**config.mk**
```make
export PLATFORM = sky130hd
export DESIGN_NAME = nfc_response_frame_deframer
export DESIGN_NICKNAME = d
export VERILOG_FILES = /design/src/rtl/core/nfcrd_pkg.sv /design/src/rtl/core/nfc_response_frame_deframer.sv /design/src/rtl/core/nfcrd_parser.sv
export SDC_FILE = /design/constraint.sdc
export NUM_CORES = 1
export LEC_CHECK = 0
export BUFFER_PORTS_ARGS = -buffer_cell sky130_fd_sc_hd__buf_2
export CAP_MARGIN = 20
export CORE_ASPECT_RATIO = 1.75
export CORE_MARGIN = 2
export CORE_UTILIZATION = 40
export DETAILED_ROUTE_END_ITERATION = 6
export PLACE_DENSITY = 0.65
export SETUP_SLACK_MARGIN = 0.5
export SKIP_LAST_GASP = 1
export SYNTH_ARGS = -nofsm -noshare
export SYNTH_HDL_FRONTEND = slang
export SYNTH_SLANG_ARGS = --single-unit
```
**constraint.sdc**
```tcl
create_clock -name clock -period 4.2 [get_ports clock]
set_input_delay 0.84 -clock clock [delete_from_list [all_inputs] [get_ports clock]]
set_output_delay 0.84 -clock clock [all_outputs]
set_load 0.1 [all_outputs]
```
**src/rtl/core/nfcrd_pkg.sv**
```systemverilog
// Types and constants of the NFC response frame deframer.
// No dependencies; imported by every module of the block.
package nfcrd_pkg;

   localparam int FRAME_BYTES = 32;
   localparam int MAX_LEN     = FRAME_BYTES - 6;

   localparam logic [7:0] PREAMBLE_BYTE  = 8'h00;
   localparam logic [7:0] START_CODE     = 8'hFF;
   localparam logic [7:0] TFI_RESPONSE   = 8'hD5;
   localparam logic [4:0] MAX_DATA_RESET = 5'd26;

   typedef enum logic [2:0] {
      STATUS_OK        = 3'd0,
      STATUS_NOT_READY = 3'd1,
      STATUS_INVALID   = 3'd2,
      STATUS_LCS_BAD   = 3'd3,
      STATUS_BAD_SIZE  = 3'd4
   } status_type;

   typedef struct packed {
      logic [7:0] rx_byte;
      logic       first;
   } req_payload_type;

   typedef struct packed {
      logic [7:0] data_byte;
      logic       has_data;
      logic       last;
      status_type status;
   } rsp_payload_type;

   typedef struct packed {
      logic            valid;
      rsp_payload_type payload;
   } step_result_type;

endpackage

```
**src/rtl/core/nfc_response_frame_deframer.sv**
```systemverilog
// Top level of the NFC response frame deframer: input register, frame parser
// and result register. Depends on nfcrd_pkg and nfcrd_parser.
//
// The block takes the bytes of one bus read from an NFC controller, one
// transfer per byte: a status byte marked by first, then a normal information
// frame 00 00 FF LEN LCS D5 PD0..PDn. A status byte with bit 0 clear gives a
// single not-ready result. Otherwise the preamble, the length checksum, the
// length range (1 to FRAME_BYTES-6) and the TFI are checked in that order;
// any failure gives one result with the error status and last set, and the
// rest of the read is ignored. After a good header the payload is returned
// one byte per result, cut to csr max_data bytes, the final one marked last;
// an empty payload gives one OK result with no data. The data checksum,
// postamble and any padding produce nothing. A new status byte always starts
// a fresh read. The block takes one byte per clock cycle when the result side
// keeps up; a byte that yields a result waits in the input register, and its
// result is registered in the result register and offered on rsp_valid.
// max_data resets to 26 and should be written only while the block is idle.
module nfc_response_frame_deframer
   import nfcrd_pkg::*;
(
   input  logic            clock,
   input  logic            reset,
   input  logic            req_valid,
   output logic            req_ready,
   input  req_payload_type req_data,
   output logic            rsp_valid,
   input  logic            rsp_ready,
   output rsp_payload_type rsp_data,
   input  logic            csr_write_en,
   input  logic [4:0]      csr_write_data
);

   // Input register: holds one received byte until the parser consumes it.
   logic            req_valid_ff, req_valid_in;
   req_payload_type req_data_ff;

   // Result register: holds the result until the downstream side takes it.
   logic            rsp_valid_ff, rsp_valid_in;
   rsp_payload_type rsp_data_ff, rsp_data_in;

   logic [4:0]      max_data_ff;
   logic            advance;
   step_result_type result;

   // The held byte moves through the parser when the result register is
   // free or is being emptied in this cycle.
   assign advance   = req_valid_ff && (!rsp_valid_ff || rsp_ready);
   assign req_ready = !req_valid_ff || advance;

   assign req_valid_in = (req_valid && req_ready) || (req_valid_ff && !advance);
   assign rsp_valid_in = advance ? result.valid : (rsp_valid_ff && !rsp_ready);
   assign rsp_data_in  = (advance && result.valid) ? result.payload : rsp_data_ff;

   nfcrd_parser u_parser (
      .clock     (clock),
      .reset     (reset),
      .step_en   (advance),
      .step_data (req_data_ff),
      .max_data  (max_data_ff),
      .result    (result)
   );

   always_ff @(posedge clock) begin
      if (reset) begin
         req_valid_ff <= 1'b0;
         rsp_valid_ff <= 1'b0;
         max_data_ff  <= MAX_DATA_RESET;
      end else begin
         req_valid_ff <= req_valid_in;
         rsp_valid_ff <= rsp_valid_in;
         if (csr_write_en) begin
            max_data_ff <= csr_write_data;
         end
      end
   end

   // Payload registers carry no reset; their valid flags qualify them.
   always_ff @(posedge clock) begin
      if (req_valid && req_ready) begin
         req_data_ff <= req_data;
      end
      rsp_data_ff <= rsp_data_in;
   end

   assign rsp_valid = rsp_valid_ff;
   assign rsp_data  = rsp_data_ff;

endmodule

```
**src/rtl/core/nfcrd_parser.sv**
```systemverilog
// Frame parser of the NFC response frame deframer: per-read state and the
// combinational decode of one byte. Depends on nfcrd_pkg.
module nfcrd_parser
   import nfcrd_pkg::*;
(
   input  logic            clock,
   input  logic            reset,
   input  logic            step_en,
   input  req_payload_type step_data,
   input  logic [4:0]      max_data,
   output step_result_type result
);

   typedef enum logic [2:0] {
      PS_IDLE,
      PS_PRE0,
      PS_PRE1,
      PS_START,
      PS_LEN,
      PS_LCS,
      PS_TFI,
      PS_DATA
   } parse_state_type;

   parse_state_type state_ff, state_in;
   logic [7:0]      len_ff, len_in;
   logic [4:0]      remain_ff, remain_in;
   logic [7:0]      b;
   logic [7:0]      len_m1;
   logic [7:0]      lcs_sum;
   logic [4:0]      keep;

   assign b       = step_data.rx_byte;
   assign len_m1  = len_ff - 8'd1;
   assign lcs_sum = len_ff + b;
   assign keep    = (len_m1 > {3'b000, max_data}) ? max_data : len_m1[4:0];

   always_comb begin
      state_in  = state_ff;
      len_in    = len_ff;
      remain_in = remain_ff;
      result    = '0;
      result.payload.status = STATUS_OK;
      if (step_data.first) begin
         len_in    = '0;
         remain_in = '0;
         if (!b[0]) begin
            state_in              = PS_IDLE;
            result.valid          = 1'b1;
            result.payload.last   = 1'b1;
            result.payload.status = STATUS_NOT_READY;
         end else begin
            state_in = PS_PRE0;
         end
      end else begin
         case (state_ff)
            PS_IDLE: begin
            end
            PS_PRE0, PS_PRE1: begin
               if (b != PREAMBLE_BYTE) begin
                  result.valid          = 1'b1;
                  result.payload.status = STATUS_INVALID;
               end else begin
                  state_in = (state_ff == PS_PRE0) ? PS_PRE1 : PS_START;
               end
            end
            PS_START: begin
               if (b != START_CODE) begin
                  result.valid          = 1'b1;
                  result.payload.status = STATUS_INVALID;
               end else begin
                  state_in = PS_LEN;
               end
            end
            PS_LEN: begin
               len_in   = b;
               state_in = PS_LCS;
            end
            PS_LCS: begin
               if (lcs_sum != 8'd0) begin
                  result.valid          = 1'b1;
                  result.payload.status = STATUS_LCS_BAD;
               end else if (len_ff == 8'd0 || len_ff > 8'(MAX_LEN)) begin
                  result.valid          = 1'b1;
                  result.payload.status = STATUS_BAD_SIZE;
               end else begin
                  state_in = PS_TFI;
               end
            end
            PS_TFI: begin
               if (b != TFI_RESPONSE) begin
                  result.valid          = 1'b1;
                  result.payload.status = STATUS_INVALID;
               end else if (keep == 5'd0) begin
                  // Empty payload: the read closes with a plain OK result.
                  result.valid          = 1'b1;
                  result.payload.status = STATUS_OK;
               end else begin
                  remain_in = keep;
                  state_in  = PS_DATA;
               end
            end
            PS_DATA: begin
               result.valid             = 1'b1;
               result.payload.data_byte = b;
               result.payload.has_data  = 1'b1;
               result.payload.last      = (remain_ff == 5'd1);
               remain_in                = remain_ff - 5'd1;
               if (remain_ff == 5'd1) begin
                  state_in = PS_IDLE;
               end
            end
            default: begin
               state_in = PS_IDLE;
            end
         endcase
         // Every result outside the payload ends the read.
         if (result.valid && !result.payload.has_data) begin
            result.payload.last = 1'b1;
            state_in            = PS_IDLE;
            remain_in           = '0;
         end
      end
   end

   always_ff @(posedge clock) begin
      if (reset) begin
         state_ff  <= PS_IDLE;
         len_ff    <= '0;
         remain_ff <= '0;
      end else if (step_en) begin
         state_ff  <= state_in;
         len_ff    <= len_in;
         remain_ff <= remain_in;
      end
   end

endmodule

```
==> run metrics, run 1 <==
status finished clean; WP data arrival 3.49 ns; Setup TNS Final 0 ns; final antenna diode count 0; Worst Reg-to-Reg Cells 10; Setup Fix Bufs, Post-CTS 0; # H-tree levels 2; hold depth 2; Critical Path RT between 4 and 5 ns; Power Density 352 nW/um2; critical path launch point type flop; Die Wd 66.9 um; grt ovf 0; port bufs 33; largest net degree at the start of global routing 25; CTS Root Cell clkbuf_16; maximum VDD drop approximately 200 uV; vias per inst about 5.7; DRT antenna net count 0; Top FF cell, synth dfxtp_1; Die Y 114 um; GRT Resource Usage Total a little under a fifth; worst skew pair latency between 0.2 and 0.3 ns; CTS max path bufs 2; commonest cells after routing, fill and taps aside buf_2 (33), a21oi_1 (30), nor2_1 (29); Sw Ratio 26.8%; EDFF count, synth 22; most common cell after layout, fill and taps aside buf_2; relative slew slack between 50% and 60%; CTS Buf Count 5; Pint around 820 uW; Iteration-0 DRC Markers 93; RSZ-0062 raised after global routing false; Worst Skew around 0.0053 ns; via count about 2400; Initial Util between 40 and 50%; max cap viols 0; synthesis-to-finish area growth 14.7%; Die Area between 7000 and 8000 um2; Fin. Hold Viols 0; Critical Path End Type flop; min cycle time layout 3.48 ns; sequential fraction of the synthesis area between 40% and 50%; Final GP Congestion 0.945; Leakage between 1 and 1.5 nW; worst-path fanout max 13; Netlist cell types 57; fraction of registers with async set/reset 0%; f_max about 290 MHz; clock share of power about two fifths; first-pass GRT wire length approximately 11 mm; Pwr Total between 1 and 1.5 mW; Switch Pwr about 300 uW; drt drc 0; Post-Synthesis Cells 303; Worst Max-Slew Pin Slew ~0.61 ns; Final period util about 83%; Yosys Warn Count 0; share of power burned in registers between 40% and 50%; Post-Syn Area 2770 um2; clock transition at the registers of the reported paths approximately 0.06 ns; drt total wl around 6.6 mm; fin. max-slew vios 0; Syn Area/Cell just over 9 um2; Util after Layout ~47%; vias in the first global route roughly 2300; TritonRoute pass-1 iters 5; combinational fraction of design power about 16%; clk sinks 45; ratio of cells with drive above 1 in the final layout 17.4%; post-layout net count around 370; crit path kind reg2reg; worst hold path class reg2reg; Yosys reg bits 45; HPWL Detailed around 5 mm; net count after synthesis 339; final setup violating endpoints 0; routed len/inst about 16 um; initial antenna violation count 0; Placeable Area slightly below 7000 um2; Hold Slack roughly 0.47 ns; # rows 40; IO Pins 34; CTS tree built
## what timing repair did
| item | in CTS | in global routing |
|---|---|---|
| hold buffers | 0 | 0 |
| setup endpoints to repair | 0 | 13 |
| gates resized for setup | 0 | 1 |
## metrics by stage
stage          cell area [um2]  std cells  worst slack (ns)
6_report                  3170        418             0.722
5_1_grt                   3170        418             0.494
4_1_cts                   3160        417             0.603
3_5_place_dp              3000        409             0.616
3_3_place_gp              3000        409             0.743
2_1_floorplan             2770        303             0.843
## cell usage after synthesis, drive strengths merged (2+ instances only)
| master | number | area share [%] |
|---|---|---|
| a221oi | 4 | 1.7 |
| nor3b | 7 | 1.9 |
| mux2i | 3 | 1.1 |
| nor2b | 4 | 0.90 |
| o2111ai | 3 | 0.95 |
| and4 | 3 | 0.95 |
| o32ai | 3 | 0.95 |
| o31ai | 2 | 0.54 |
| a31o | 3 | 0.95 |
| buf | 5 | 0.91 |
| o211ai | 6 | 1.6 |
| nor4 | 3 | 0.68 |
| nand4 | 5 | 1.4 |
| nand2b | 4 | 0.90 |
| nor2 | 29 | 3.9 |
| a2111oi | 2 | 0.63 |
| mux2 | 2 | 0.81 |
| xor2 | 8 | 2.5 |
| a211oi | 4 | 1.3 |
| nor3 | 15 | 2.7 |
| edfxtp | 22 | 24 |
| nand3 | 6 | 1.3 |
| clkbuf | 8 | 1.1 |
| a21oi | 30 | 5.4 |
| ha | 16 | 7.2 |
| a311oi | 3 | 1.2 |
| or4 | 2 | 0.54 |
| dfxtp | 23 | 17 |
| and2 | 8 | 1.8 |
| inv | 21 | 2.9 |
| or2 | 3 | 0.68 |
| nand2 | 21 | 2.9 |
| o21ai | 9 | 1.6 |
## flip-flops by register name (all words and copies together), names as in the netlist
name,flops
req_data_ff,9
u_parser.remain_ff,5
rsp_data,13
u_parser.state_ff,3
req_valid_ff,1
u_parser.len_ff,8
rsp_valid,1
max_data_ff,5
## critical path: stages (launching register included)
cell and delay, ns:
dfxtp_1 0.51, ha_1 0.23, inv_1 0.05, fa_1 0.40
nand2b_1 0.18, a21oi_1 0.15, mux2_2 0.35, a2111oi_0 0.53
a41o_1 0.29, nand2_1 0.11, o2111a_2 0.38
## worst paths after layout
kind	endpoint	slack, ns	from
worst min register to register	u_parser.remain_ff[3]$_SDFFE_PP0P_	0.47	u_parser.remain_ff[3]$_SDFFE_PP0P_
worst min-delay path	u_parser.remain_ff[3]$_SDFFE_PP0P_	0.47	u_parser.remain_ff[3]$_SDFFE_PP0P_
worst max register to register	rsp_data[2]$_SDFFCE_PP0P_	0.72	u_parser.len_ff[0]$_SDFFE_PP0P_
worst max-delay path	rsp_data[2]$_SDFFCE_PP0P_	0.72	u_parser.len_ff[0]$_SDFFE_PP0P_
## metal layers
| layer | track usage, % | share of wire [%] | up-vias |
|---|---|---|---|
| met2 | 33.3 | 53 | 48 |
| met4 | 8.57 | 3.0 | 0 |
| met3 | 3.45 | 3.7 | 17 |
| met1 | 20.3 | 40 | 1141 |
| met5 | 0 | 0 | - |
| li1 | - | - | 1181 |
## power groups by stage
stage          combinational (mW)  sequential (mW)  clock, mW
4_1_cts                     0.172            0.499      0.452
5_1_grt                     0.190            0.502      0.469
3_3_place_gp                0.168            0.508          0
3_5_place_dp                0.171            0.509          0
6_report                    0.173            0.499      0.444
2_1_floorplan               0.105            0.533          0
## cell families (layout without fill, tap and decap cells)
logic type               Yosys count  after routing  share of synthesized area (%)
AND/OR/NAND/NOR                  115            115                           22.0
flip-flops                        45             45                           40.5
XOR/XNOR                           8              8                           2.53
multiplexers                       5              5                           1.90
AO/OA/AOI/OAI                     79             79                           20.2
adder cells (fa/ha/maj)           17             17                           7.96
buffers and inverters             34             65                           4.84
## final cells by class
type,instances,area [um2]
inverter,21,78.8
multi-input combinational,224,1510
timing repair buffer,36,188
clock inverter,2,38.8
sequential,45,1120
fill,678,3580
clock buffer,6,129
tap,84,105
Note: power is estimated with default switching activity, not from simulation.
==> run 2: changes to the inputs <==
- ABC_AREA: unset -> 1
- PLACE_DENSITY: 0.65 -> 0.64
- clock period: 4.2 -> 3.6 ns (I/O delays scaled with it)
==> run 2 against run 1 <==
  * Total power grew 34%
  * Worst setup slack worse by 0.028 ns
  * Count of clock-buffer cells in the layout decreased by 1
  * Sequential share of layout area down 1.7 points
  * Die area up 3.8%
  * Clock power grew 6.3%
  * Clock skew about the same
  * Critical path depth is 4 higher
  * Via count grew 4.3%
  * Critical path type unchanged
  * Critical endpoint is now rsp_data[0]$_DFFE_PP_
  * Highest routed layer unchanged
==> run metrics, run 2 <==
status finished clean; commonest cells after routing, fill and taps aside nand2_1 (76), inv_1 (53), nor2_1 (34); Area contributors post-synth edfxtp_1 (23%), dfxtp_1 (16%), nand2_1 (10%); Hold EP max_data_ff[1]$_SDFFE_PP1P_; met2 WL 3.84 mm (+8.9%); # H-tree levels 2 (unchanged); cts hold-fix bufs 0 (unchanged); Metal-1 WL 2.56 mm (-2.7%); port bufs 33 (unchanged); # rows 40 (unchanged); fin. max-slew vios 0 (unchanged); RSZ-0062 raised after global routing false; Initial Util 41.6% (+0.72 points); cell with the most instances after synthesis nand2_1; Worst Skew 0.00504 ns (-0.000232 ns); Die Y 116 um (+1.9%); max cap viols 0 (unchanged); Critical Path End Type flop; post-layout net count 440 (+19%); TritonRoute pass-1 iters 4 (-1); post-route cell area 3340 um2 (+5.3%); final setup violating endpoints 0 (unchanged); grt ovf 0 (unchanged); clock transition at the registers of the reported paths 0.07 ns (about the same); net count after synthesis 402 (+19%); HPWL Detailed 5.44 mm (+8.4%); initial antenna violation count 0 (unchanged); most common cell after layout, fill and taps aside nand2_1; max reg flops 13 (unchanged); Setup TNS Final 0 ns (unchanged); worst hold path class reg2reg; DRT antenna net count 0 (unchanged); Final GP Congestion 0.899 (-4.9%); r2r endpoint rsp_data[0]$_DFFE_PP_; final antenna diode count 0 (unchanged); Synth area leader edfxtp_1; Worst Max-Slew Pin Slew 0.602 ns (-0.00442 ns); drt total wl 6.81 mm (+3.2%); largest net degree at the start of global routing 17 (-32%); Worst Reg-to-Reg Cells 14 (+4); CTS max path bufs 2 (unchanged); synthesis-to-finish area growth 16.1%; vias in the first global route 2439 (+7.8%); Post-synth top cells nand2_1 (77), inv_1 (54), nor2_1 (34); ratio of cells with drive above 1 in the final layout 23.0% (+5.6 points); crit path kind reg2reg; Hold Startpoint max_data_ff[1]$_SDFFE_PP1P_; fraction of registers with async set/reset 0% (unchanged); via count 2489 (+4.3%); Critical Path RT 3.66 ns (-0.56 ns); Iteration-0 DRC Markers 116 (+25%); combined area of the multi-input logic cells 1540 um2 (+2.1%); Die Wd 68.1 um (+1.9%); Yosys Warn Count 0 (unchanged); CTS Root Cell clkbuf_16; Netlist cell types 38 (-33%); met3 routed WL 229 um (-5.0%); worst path cell trace ha_1 > inv_1 > fa_1 > inv_1 > nand4_1 > nand4_1 > nand2_1 > nor2_2 > nand3_2 > a21oi_4 > nand4_2 > nand3_2 > clkinvlp_4 > buf_12; Yosys reg bits 45 (unchanged); critical path launch point type flop; f_max 344 MHz (+20%); routed len/inst 13.9 um (-12%); Top FF cell, synth dfxtp_1; drt drc 0 (unchanged); Fillers 683 (+0.74%); DP Area 3140 um2 (+4.7%); Power Density 448 nW/um2 (+27%); worst-path fanout max 13 (unchanged); EDFF count, synth 22 (unchanged); Reg area 1120 um2 (+0.33%); Hold Slack 0.507 ns (+0.0366 ns); clk sinks 45 (unchanged); Slowest-stage cell, CP edfxtp_1; Fin. Hold Viols 0 (unchanged); Synth top area share 23.0% (-0.92 points); relative slew slack 59.6% (about the same); sequential fraction of the synthesis area 39.0% (-1.6 points); CTS Buf Count 5 (unchanged); min cycle time layout 2.91 ns (-0.572 ns); maximum VDD drop 187 uV (-6.8%); Placeable Area 6910 um2 (+2.2%); Post-Synthesis Cells 366 (+21%); first-pass GRT wire length 11.1 mm (+4.5%); R2R Path Start req_data_ff[1]$_DFFE_PP_; GRT Resource Usage Total 19.0% (+0.52 points); Max stage delay on crit path 0.47 ns (-0.06 ns); Leakage 1.55 nW (+27%); IO Pins 34 (unchanged); Reg2Reg Setup Slack 0.69 ns (-0.03 ns); hold depth 2 (unchanged); Die Area 7910 um2 (+3.8%); vias per inst 5.09 (-11%); Final period util 80.7% (-2.1 points); CTS tree built; Top Layer Used met4; Syn Area/Cell 7.86 um2 (-14%); worst skew pair latency 0.29 ns (about the same); Post-Syn Area 2880 um2 (+4.0%); WP data arrival 2.97 ns (-0.52 ns)
-- run 2: changes by cell type after synthesis, sizes merged, moves of 9 or more --
cell | previous run | this run
nand4 | 5 | 14
inv | 21 | 59
nand2 | 21 | 87
nor2 | 29 | 49
nand3 | 6 | 21
-- run 2: area by class of cell --
class / instances / area share (%)
tap: 84 / 3.15
timing repair buffer: 34 / 5.54
inverter: 61 / 6.97
multi-input combinational: 257 / 46.2
sequential: 45 / 33.7
clock inverter: 3 / 0.749
clock buffer: 5 / 3.75
-- run 2: per-layer routing --
| metal | GRT usage, % | up-vias |
|---|---|---|
| met5 | 0 | - |
| met4 | 9.33 | 0 |
| met3 | 2.99 | 12 |
| met2 | 36.1 | 48 |
| met1 | 19.3 | 1154 |
| li1 | - | 1275 |
-- run 2: worst max-delay path by stage --
stage	start	endpoint	slack (ns)
finish	req_data_ff[1]$_DFFE_PP_	rsp_data[0]$_DFFE_PP_	0.69
global placement	u_parser.len_ff[1]$_SDFFE_PP0P_	rsp_data[3]$_DFFE_PP_	0.49
global route	u_parser.len_ff[1]$_SDFFE_PP0P_	rsp_data[12]$_SDFFCE_PN0P_	0.53
floorplan	u_parser.len_ff[1]$_SDFFE_PP0P_	rsp_data[0]$_DFFE_PP_	0.74
CTS	u_parser.len_ff[1]$_SDFFE_PP0P_	rsp_data[1]$_SDFFCE_PP0P_	0.51
detailed placement	u_parser.len_ff[1]$_SDFFE_PP0P_	rsp_data[4]$_SDFFCE_PP0P_	0.34
-- run 2: timing repair --
action | 4_1_cts | 5_1_grt
resized for setup | 1 | 8
setup buffers | 1 | 0
setup endpoints to repair | 13 | 23
-- run 2: critical path, delay by kind of cell, from the launching register on --
family | cells | cell delay (ns)
compound gates | 1 | 0.18
fa+ha+maj | 2 | 0.63
buf+inv | 4 | 0.41
flops | 1 | 0.47
simple gates | 7 | 0.96
-- run 2: cell families after synthesis --
| kind of cell | Yosys count | share of synthesized area [%] |
|---|---|---|
| AND/OR/NAND/NOR | 181 | 30.9 |
| buffers and inverters | 64 | 8.35 |
| AO/OA/AOI/OAI | 51 | 11.7 |
| flip-flops | 45 | 39.0 |
| adder cells (fa/ha/maj) | 17 | 7.66 |
| XOR/XNOR | 8 | 2.44 |
-- run 2: where the power goes --
part,internal (mW),switching (mW)
logic,0.135,0.286
registers,0.571,0.0336
clock network,0.261,0.211
-- run 2: per-stage QoR --
stage	power, mW	std cells	util, %	setup slack, ns
after floorplan	0.938	366	-	0.738
after global placement	1.02	480	45.4	0.489
after detailed placement	1.03	480	45.4	0.341
after CTS	1.50	489	47.9	0.512
after global routing	1.58	489	48.4	0.531
final	1.50	489	48.4	0.694
